File: src/design/rwlm_pkg.sv
`default_nettype none
package rwlm_pkg;

    localparam int QUEUE_DEPTH    = 16;
    localparam int THREAD_ID_BITS = 8;

    localparam int ACT_W  = 3;
    localparam int TIDF_W = 8;   // thread id field width on the ports
    localparam int KIND_W = 4;
    localparam int RC_W   = 10;
    localparam int PTR_W  = (QUEUE_DEPTH > 1) ? $clog2(QUEUE_DEPTH) : 1;
    localparam int CNT_W  = $clog2(QUEUE_DEPTH + 1);

    localparam logic [RC_W-1:0]  RD_MAX    = {RC_W{1'b1}};
    localparam logic [CNT_W-1:0] Q_FULL    = CNT_W'(QUEUE_DEPTH);
    localparam logic [PTR_W-1:0] PTR_LAST  = PTR_W'(QUEUE_DEPTH - 1);

    localparam logic [ACT_W-1:0] ACT_RD     = 3'd0;
    localparam logic [ACT_W-1:0] ACT_TRY_RD = 3'd1;
    localparam logic [ACT_W-1:0] ACT_WR     = 3'd2;
    localparam logic [ACT_W-1:0] ACT_TRY_WR = 3'd3;
    localparam logic [ACT_W-1:0] ACT_UNLOCK = 3'd4;

    localparam logic [KIND_W-1:0] K_GRANTED   = 4'd0;
    localparam logic [KIND_W-1:0] K_QUEUED    = 4'd1;
    localparam logic [KIND_W-1:0] K_REFUSED   = 4'd2;
    localparam logic [KIND_W-1:0] K_RELEASED  = 4'd3;
    localparam logic [KIND_W-1:0] K_RD_WOKEN  = 4'd4;
    localparam logic [KIND_W-1:0] K_WR_WOKEN  = 4'd5;
    localparam logic [KIND_W-1:0] K_FULL      = 4'd6;
    localparam logic [KIND_W-1:0] K_NO_HOLDER = 4'd7;
    localparam logic [KIND_W-1:0] K_OVERFLOW  = 4'd8;

    typedef struct packed {
        logic [ACT_W-1:0]  action;
        logic [TIDF_W-1:0] thread_id;
    } t_in;

    typedef struct packed {
        logic [KIND_W-1:0] kind;
        logic [TIDF_W-1:0] thread_id_res;
        logic              last;
    } t_out;

    // controller -> datapath
    typedef struct packed {
        logic load;
        logic exec;
        logic wake_wr;
        logic wake_rd;
    } t_cmd;

    // datapath -> controller
    typedef struct packed {
        logic out_free;
        logic phase_wr;
        logic phase_rd;
        logic rd_last;
    } t_status;

    function automatic logic [PTR_W-1:0] ptr_inc(input logic [PTR_W-1:0] p);
        ptr_inc = (p == PTR_LAST) ? '0 : p + 1'b1;
    endfunction

    // (head + count) mod depth; the sum stays below twice the depth
    function automatic logic [PTR_W-1:0] ptr_add(input logic [PTR_W-1:0] h,
                                                 input logic [CNT_W-1:0] c);
        logic [CNT_W:0] s;
        s = (CNT_W+1)'(h) + (CNT_W+1)'(c);
        if (s >= (CNT_W+1)'(QUEUE_DEPTH)) s = s - (CNT_W+1)'(QUEUE_DEPTH);
        ptr_add = s[PTR_W-1:0];
    endfunction

endpackage
`default_nettype wire

File: src/design/rwlm_ctrl.sv
`default_nettype none
module rwlm_ctrl (
    input  wire              i_clk,
    input  wire              i_rst_n,
    input  wire              i_valid,
    output logic             o_stall,
    input  rwlm_pkg::t_status i_status,
    output rwlm_pkg::t_cmd   o_cmd
);
    import rwlm_pkg::*;

    typedef enum logic [3:0] {
        S_IDLE    = 4'b0001,
        S_EXEC    = 4'b0010,
        S_WAKE_WR = 4'b0100,
        S_WAKE_RD = 4'b1000
    } t_state;

    t_state r_state, n_state;

    always_ff @(posedge i_clk) begin
        if (!i_rst_n) begin
            r_state <= S_IDLE;
        end else begin
            r_state <= n_state;
        end
    end

    always_comb begin
        n_state   = r_state;
        o_cmd     = '0;
        o_stall   = 1'b1;
        case (r_state)
            S_IDLE: begin
                o_stall    = 1'b0;
                o_cmd.load = i_valid;
                if (i_valid) n_state = S_EXEC;
            end
            S_EXEC: begin
                if (i_status.out_free) begin
                    o_cmd.exec = 1'b1;
                    if (i_status.phase_wr)      n_state = S_WAKE_WR;
                    else if (i_status.phase_rd) n_state = S_WAKE_RD;
                    else                        n_state = S_IDLE;
                end
            end
            S_WAKE_WR: begin
                if (i_status.out_free) begin
                    o_cmd.wake_wr = 1'b1;
                    n_state       = S_IDLE;
                end
            end
            S_WAKE_RD: begin
                if (i_status.out_free) begin
                    o_cmd.wake_rd = 1'b1;
                    if (i_status.rd_last) n_state = S_IDLE;
                end
            end
            default: begin
                n_state = S_IDLE;
            end
        endcase
    end

endmodule
`default_nettype wire

File: src/design/rwlm_dp.sv
`default_nettype none
module rwlm_dp (
    input  wire               i_clk,
    input  wire               i_rst_n,
    input  rwlm_pkg::t_in     i_item,
    input  wire               i_stall,
    output logic              o_valid,
    output rwlm_pkg::t_out    o_item,
    input  rwlm_pkg::t_cmd    i_cmd,
    output rwlm_pkg::t_status o_status
);
    import rwlm_pkg::*;

    localparam int TID_W = THREAD_ID_BITS;

    // wait queues
    logic [TID_W-1:0] r_rq_mem [QUEUE_DEPTH];
    logic [TID_W-1:0] r_wq_mem [QUEUE_DEPTH];
    logic [TID_W-1:0] r_rq_data, r_wq_data;

    logic [PTR_W-1:0] r_rq_head, n_rq_head, r_wq_head, n_wq_head;
    logic [CNT_W-1:0] r_rq_cnt, n_rq_cnt, r_wq_cnt, n_wq_cnt;
    logic [RC_W-1:0]  r_rd_cnt, n_rd_cnt;
    logic             r_wr_held, n_wr_held;

    t_in              r_req;
    logic             r_out_valid, n_out_valid;
    t_out             r_out, n_out;

    logic             rq_push, wq_push, rq_pop, wq_pop;
    logic [TID_W-1:0] tid;
    logic             out_free, unlock, phase_wr, phase_rd;

    assign tid      = r_req.thread_id[TID_W-1:0];
    assign out_free = !r_out_valid || !i_stall;
    assign unlock   = (r_req.action == ACT_UNLOCK);
    assign phase_wr = unlock && (r_wq_cnt != '0) &&
                      (r_wr_held || (r_rd_cnt == RC_W'(1)));
    assign phase_rd = unlock && r_wr_held && (r_wq_cnt == '0) && (r_rq_cnt != '0);

    assign o_status.out_free = out_free;
    assign o_status.phase_wr = phase_wr;
    assign o_status.phase_rd = phase_rd;
    assign o_status.rd_last  = (r_rq_cnt == CNT_W'(1));

    assign o_valid = r_out_valid;
    assign o_item  = r_out;

    always_comb begin
        n_rq_head   = r_rq_head;
        n_wq_head   = r_wq_head;
        n_rq_cnt    = r_rq_cnt;
        n_wq_cnt    = r_wq_cnt;
        n_rd_cnt    = r_rd_cnt;
        n_wr_held   = r_wr_held;
        n_out_valid = r_out_valid && i_stall;
        n_out       = r_out;
        rq_push     = 1'b0;
        wq_push     = 1'b0;
        rq_pop      = 1'b0;
        wq_pop      = 1'b0;

        if (i_cmd.exec) begin
            n_out_valid         = 1'b1;
            n_out.thread_id_res = TIDF_W'(tid);
            n_out.last          = !(phase_wr || phase_rd);
            case (r_req.action)
                ACT_RD, ACT_TRY_RD: begin
                    if (!r_wr_held) begin
                        if (r_rd_cnt == RD_MAX) begin
                            n_out.kind = K_OVERFLOW;
                        end else begin
                            n_rd_cnt   = r_rd_cnt + 1'b1;
                            n_out.kind = K_GRANTED;
                        end
                    end else if (r_req.action == ACT_TRY_RD) begin
                        n_out.kind = K_REFUSED;
                    end else if (r_rq_cnt == Q_FULL) begin
                        n_out.kind = K_FULL;
                    end else begin
                        rq_push    = 1'b1;
                        n_rq_cnt   = r_rq_cnt + 1'b1;
                        n_out.kind = K_QUEUED;
                    end
                end
                ACT_WR, ACT_TRY_WR: begin
                    if (!r_wr_held && r_rd_cnt == '0) begin
                        n_wr_held  = 1'b1;
                        n_out.kind = K_GRANTED;
                    end else if (r_req.action == ACT_TRY_WR) begin
                        n_out.kind = K_REFUSED;
                    end else if (r_wq_cnt == Q_FULL) begin
                        n_out.kind = K_FULL;
                    end else begin
                        wq_push    = 1'b1;
                        n_wq_cnt   = r_wq_cnt + 1'b1;
                        n_out.kind = K_QUEUED;
                    end
                end
                ACT_UNLOCK: begin
                    if (r_wr_held) begin
                        n_out.kind = K_RELEASED;
                        if (r_wq_cnt == '0) n_wr_held = 1'b0;
                    end else if (r_rd_cnt == '0) begin
                        n_out.kind = K_NO_HOLDER;
                    end else begin
                        n_rd_cnt   = r_rd_cnt - 1'b1;
                        n_out.kind = K_RELEASED;
                        if (phase_wr) n_wr_held = 1'b1;
                    end
                end
                default: begin
                    // unknown action: no transaction out
                    n_out_valid = r_out_valid && i_stall;
                end
            endcase
        end

        if (i_cmd.wake_wr) begin
            wq_pop              = 1'b1;
            n_wq_head           = ptr_inc(r_wq_head);
            n_wq_cnt            = r_wq_cnt - 1'b1;
            n_wr_held           = 1'b1;
            n_out_valid         = 1'b1;
            n_out.kind          = K_WR_WOKEN;
            n_out.thread_id_res = TIDF_W'(r_wq_data);
            n_out.last          = 1'b1;
        end

        if (i_cmd.wake_rd) begin
            rq_pop              = 1'b1;
            n_rq_head           = ptr_inc(r_rq_head);
            n_rq_cnt            = r_rq_cnt - 1'b1;
            if (r_rd_cnt != RD_MAX) n_rd_cnt = r_rd_cnt + 1'b1;
            n_out_valid         = 1'b1;
            n_out.kind          = K_RD_WOKEN;
            n_out.thread_id_res = TIDF_W'(r_rq_data);
            n_out.last          = (r_rq_cnt == CNT_W'(1));
        end
    end

    always_ff @(posedge i_clk) begin
        if (!i_rst_n) begin
            r_rq_head   <= '0;
            r_wq_head   <= '0;
            r_rq_cnt    <= '0;
            r_wq_cnt    <= '0;
            r_rd_cnt    <= '0;
            r_wr_held   <= 1'b0;
            r_out_valid <= 1'b0;
        end else begin
            r_rq_head   <= n_rq_head;
            r_wq_head   <= n_wq_head;
            r_rq_cnt    <= n_rq_cnt;
            r_wq_cnt    <= n_wq_cnt;
            r_rd_cnt    <= n_rd_cnt;
            r_wr_held   <= n_wr_held;
            r_out_valid <= n_out_valid;
        end
    end

    always_ff @(posedge i_clk) begin
        r_out <= n_out;
        if (i_cmd.load) r_req <= i_item;
    end

    // queue writes at the tail
    always_ff @(posedge i_clk) begin
        if (rq_push) r_rq_mem[ptr_add(r_rq_head, r_rq_cnt)] <= tid;
        if (wq_push) r_wq_mem[ptr_add(r_wq_head, r_wq_cnt)] <= tid;
    end

    // registered head read; on a pop the next entry is fetched so a burst of
    // wakes runs one per cycle unless stalled. A push lands before its pop.
    always_ff @(posedge i_clk) begin
        r_rq_data <= r_rq_mem[rq_pop ? ptr_inc(r_rq_head) : r_rq_head];
        r_wq_data <= r_wq_mem[wq_pop ? ptr_inc(r_wq_head) : r_wq_head];
    end

endmodule
`default_nettype wire

File: src/design/reader_writer_lock_manager.sv
// Channel   Direction  Handshake           Payload
// request   in         i_valid / o_stall   i_item  (action, thread_id)
// result    out        o_valid / i_stall   o_item  (kind, thread_id_res, last)
//
// A request is handled in order: capture, then a decision step that loads
// the result register, then one wake step for each wake result (woken writer,
// or each woken reader in queue order), up to QUEUE_DEPTH wakes, in the
// sequence set by the controller.
// Stalls on the result side hold the block in place; a new request can be
// captured while the last result of the previous one still waits.
// Reset is synchronous, active low; queues come up empty.
`default_nettype none
module reader_writer_lock_manager (
    input  wire            i_clk,
    input  wire            i_rst_n,
    input  wire            i_valid,
    output logic           o_stall,
    input  rwlm_pkg::t_in  i_item,
    output logic           o_valid,
    input  wire            i_stall,
    output rwlm_pkg::t_out o_item
);
    import rwlm_pkg::*;

    t_cmd    cmd;
    t_status status;

    rwlm_ctrl u_ctrl (
        .i_clk    (i_clk),
        .i_rst_n  (i_rst_n),
        .i_valid  (i_valid),
        .o_stall  (o_stall),
        .i_status (status),
        .o_cmd    (cmd)
    );

    rwlm_dp u_dp (
        .i_clk    (i_clk),
        .i_rst_n  (i_rst_n),
        .i_item   (i_item),
        .i_stall  (i_stall),
        .o_valid  (o_valid),
        .o_item   (o_item),
        .i_cmd    (cmd),
        .o_status (status)
    );

endmodule
`default_nettype wire

File: config.mk
export PLATFORM = sky130hd
export DESIGN_NAME = reader_writer_lock_manager
export DESIGN_NICKNAME = d
export VERILOG_FILES = /design/src/design/rwlm_pkg.sv /design/src/design/rwlm_ctrl.sv /design/src/design/rwlm_dp.sv /design/src/design/reader_writer_lock_manager.sv
export SDC_FILE = /design/constraint.sdc
export NUM_CORES = 1
export LEC_CHECK = 0
export ABC_AREA = 0
export BUFFER_PORTS_ARGS = -buffer_cell sky130_fd_sc_hd__buf_4
export CAP_MARGIN = 20
export CORE_UTILIZATION = 27
export DETAILED_ROUTE_END_ITERATION = 8
export PLACE_DENSITY = 0.38
export SLEW_MARGIN = 20
export SYNTH_ARGS = -nofsm -noshare
export SYNTH_HDL_FRONTEND = slang
export SYNTH_SLANG_ARGS = --single-unit
export TNS_END_PERCENT = 100
File: constraint.sdc
create_clock -name i_clk -period 8.6 [get_ports i_clk]
set_input_delay 0.86 -clock i_clk [delete_from_list [all_inputs] [get_ports i_clk]]
set_output_delay 0.86 -clock i_clk [all_outputs]
set_load 0.05 [all_outputs]
==> impl_summary.md <==
Clock tree
The TritonCTS clock tree is yes. The H-tree was split into 2 levels. The clock reaches the later pin of the worst-skew pair after between 500 and 600 ps. Counting every sink on the clock net gives 330. The library cell used as clock root buffer is clkbuf_16. The clock passes through at most 3 buffers. The number of clock buffers inserted by TritonCTS is 42. Buffers inserted to repair hold after CTS numbered 0. The clock transition at the register clock pins on the worst setup and hold paths after CTS is about 60 ps. After clock tree synthesis, the repair step resized 0 gates. After clock tree synthesis, the setup repair step added 0 buffers.

Yosys
Summing every instance area after synthesis gives ~0.016 mm2. The sequential cell area fraction in the yosys report is 0.578. Counting distinct cell types in the post-synthesis netlist gives 76. In this run, synthesis produced a sequential element count of between 300 and 400.

The number of enable flip-flop cells after synthesis is 276. In the synthesized netlist the dominant register cell turns out to be edfxtp_1. A synthesized cell averages ~11 um2. The count of yosys warnings during synthesis is 0.

After technology mapping, the gate count stands at roughly 1400. The post-synthesis net count is 1452. The share of flip-flops with an asynchronous set or reset after synthesis is 0.

Worst setup path
The signal arrival time at the worst endpoint is ~4300 ps. The critical register-to-register path endpoint is u_dp.r_rq_data[4]$_DFF_P_. The setup path with the least slack is of type flip-flop to flip-flop. The worst setup path is captured at a flip-flop. The element type at the critical path start is a flip-flop. The startpoint identified for the worst register-to-register timing path is u_dp.r_rq_head[0]$_SDFFE_PN0P_. The required time at the endpoint of the critical path is approximately 9000 ps.

Along the worst path, the maximum fanout reaches 77. Measured in cells, the most critical reg-to-reg path has a length of 9. The setup slack of the worst register-to-register path is about 4700 ps.

Placement
The total instance count after detailed placement is between 2000 and 2500. The placer congestion estimate is approximately 0.81. The number of input and output port buffers inserted is 29. The final HPWL from detailed placement is 32400 um.

Route
Dividing the detail-routed via count by the number of cells gives approximately 5.3. Across all layers, the routed design uses about 12000 vias. In this run the remaining antenna-violating nets after routing total 0. The number of remaining DRC errors is 8. The first TritonRoute pass finished after 9 iterations. For this block, the initial DRC count from the detailed router was ~930. After detailed routing, the total wire length is about 53000 um.

The routed length per placed instance is between 20 and 25 um.

Finish
After the last flow step, the layout net total stands at roughly 1400. The most common cell after layout, fill and taps aside is edfxtp_1. The layout has ~5900 filler cells. The area growth from synthesis to final layout is 14.2%. The share of cells above drive strength 1 is 0.106. In the layout the commonest cells are 276 x edfxtp_1, 85 x nand2_1, 80 x nor3_1. The sequential cell area in the final layout is ~0.0094 mm2.

The finished layout holds 2218 standard cells, fillers aside. Summing all multi-input logic gate instances after layout gives around 0.0062 mm2. The count of inserted antenna diode cells is 0.

Outcome
The run finished, with violations left. The final reports fail on design-rule violations.

Global routing
The all-layer global routing usage is 0.174. The wire length of the first global-routing pass is just under 80000 um. The number of antenna violations at the first check in global routing came to 1. The overflow left after global routing is 0. The maximum number of pins on one net before global-route repair is 86. The number of global-route vias before repair is roughly 11000.

Timing
Headroom to the max-slew limit came out at 0.291. Setup violations remaining at the end of the flow were counted as 0. The highest attainable clock frequency is around 260 MHz. The number of hold violations in the final report is 0. The final critical-path share of the clock period is 0.449. Subtracting the final worst setup slack from the clock period gives between 3000 and 4000 ps. Setup repair after global routing left no endpoint under its margin.

The total negative slack for setup checks is 0 ps. The final worst clock skew is a little over 40 ps. The final hold slack is about 440 ps. For the pin with the worst max-slew slack, the measured transition is 1060 ps. The number of max-slew violations in the final report is 0.

Power
The standby leakage power is a little over 0.006 uW. For this design the ratio of total power to cell area is about 190 mW/mm2. The worst-case IR drop observed on VDD is 0.000153 V.

Floorplanning
From left edge to right edge, the die measures roughly 250 um. The placeable core area is approximately 0.059 mm2. The die covers between 0.06 and 0.07 mm2. The die is 247 um tall.

The number of placed I/O pins is 30. The initial standard-cell utilization of the core is 0.274. The placement row count is 89.

Worst hold path
The number of cells on the worst hold path is 1. The worst hold path terminates at u_dp.tid[0]$_DFFE_PP_. The min-delay analysis places its worst path in the category input port to flip-flop. The startpoint identified for the worst hold timing path is i_item[0].

Job
Across the run, the number of max-cap violations was 0.
flip-flops by register name, summed over array words and instances, names as in the netlist, 8 cells and up:
name / cells
u_dp.r_rq_mem: 128
u_dp.r_wq_data: 8
u_dp.r_rd_cnt: 10
u_dp.tid: 8
u_dp.o_item: 13
u_dp.r_rq_data: 8
u_dp.r_wq_mem: 128
Yosys cell counts, types with 4 or more instances:
library cell | number | area [um2]
edfxtp_1 | 276 | 8290
nand2_1 | 87 | 327
clkbuf_1 | 81 | 304
nor3_1 | 80 | 400
nor2_1 | 74 | 278
a211oi_1 | 66 | 495
o21ai_0 | 65 | 325
mux2i_1 | 64 | 641
nand3_1 | 61 | 305
dfxtp_1 | 54 | 1080
inv_1 | 45 | 169
nor4_1 | 45 | 282
a31oi_1 | 43 | 269
a21oi_1 | 41 | 205
and3_1 | 39 | 244
o21bai_1 | 26 | 195
xnor2_1 | 21 | 184
and2_1 | 19 | 119
ha_1 | 17 | 213
buf_2 | 14 | 70.1
nand4_1 | 12 | 75.1
o22ai_1 | 10 | 62.6
o211ai_1 | 9 | 67.6
o32ai_1 | 9 | 78.8
and4b_1 | 8 | 80.1
mux2_2 | 8 | 90.1
o2111ai_1 | 8 | 70.1
or4_1 | 8 | 60.1
xor2_1 | 8 | 70.1
a21o_1 | 7 | 52.6
a222oi_1 | 7 | 70.1
buf_1 | 7 | 26.3
nor2b_1 | 5 | 31.3
nor3b_1 | 5 | 37.5
o21a_1 | 5 | 37.5
a21boi_0 | 4 | 30.0
a311oi_1 | 4 | 35.0
buf_6 | 4 | 45.0
mux4_1 | 4 | 105
mux4_2 | 4 | 90.1
nand2b_1 | 4 | 25.0
nor4b_1 | 4 | 35.0
where the power goes:
part           switching, uW  internal [uW]
sequential              11.1           1740
clock                    728            956
combinational           77.8           25.3
total                    817           2730
metal layers:
layer	routed length (um)	global-route usage	vias up	part of all wire
met4	1130	0.0483	0	0.021
met2	24200	0.269	272	0.46
li1	-	-	5505	-
met3	2090	0.0288	61	0.039
met1	25600	0.249	5977	0.48
met5	0	0	-	0
worst max-delay path: stages (launching register included):
cell and delay [ps]:
dfxtp_4 850, ha_1 440, nand3_1 470, buf_4 410, and3_2 240, buf_4 320, a211oi_1 360, a211oi_1 140
o21bai_1 260, o2111ai_1 130
metrics by stage:
step / utilization / instance area (um2) / setup WS (ps) / power, uW
after global routing: 0.313 / 18500 / 4480 / 3670
after detailed placement: 0.291 / 17200 / 4560 / 1900
after global placement: 0.291 / 17200 / 4260 / 1900
after CTS: 0.313 / 18500 / 4740 / 3590
final: 0.313 / 18500 / 4740 / 3540
after floorplan: - / 16200 / 5550 / 1840
kinds of logic after synthesis:
| logic type | count (synthesis) | synth area share |
|---|---|---|
| muxes | 80 | 0.0571 |
| and+or+nand+nor | 468 | 0.151 |
| buffers and inverters | 154 | 0.0393 |
| AOI/OAI and AO/OA | 336 | 0.141 |
| xor gates and xnor gates | 29 | 0.0157 |
| DFF | 330 | 0.578 |
| adders and majority gates | 20 | 0.0168 |
area by class of cell:
type / count / area share
clock buffer: 57 / 0.0604
clock inverter: 20 / 0.0107
inverter: 45 / 0.00913
multi-input combinational: 933 / 0.337
sequential: 330 / 0.506
tap: 773 / 0.0523
timing repair buffer: 60 / 0.0243
how the worst max path moves through the flow:
stage	depth (start not counted)	end	from
finish	9	u_dp.r_rq_data[4]$_DFF_P_	u_dp.r_rq_head[0]$_SDFFE_PN0P_
global route	9	u_dp.r_rq_data[5]$_DFF_P_	u_dp.r_rq_head[0]$_SDFFE_PN0P_
CTS	9	u_dp.r_rq_data[5]$_DFF_P_	u_dp.r_rq_head[0]$_SDFFE_PN0P_
detailed placement	9	u_dp.r_wq_data[6]$_DFF_P_	i_stall
global placement	8	u_dp.r_wq_data[1]$_DFF_P_	i_stall
floorplan	11	u_dp.r_wq_cnt[4]$_SDFFE_PN0P_	i_stall
Note: power is estimated with default switching activity, not from simulation.
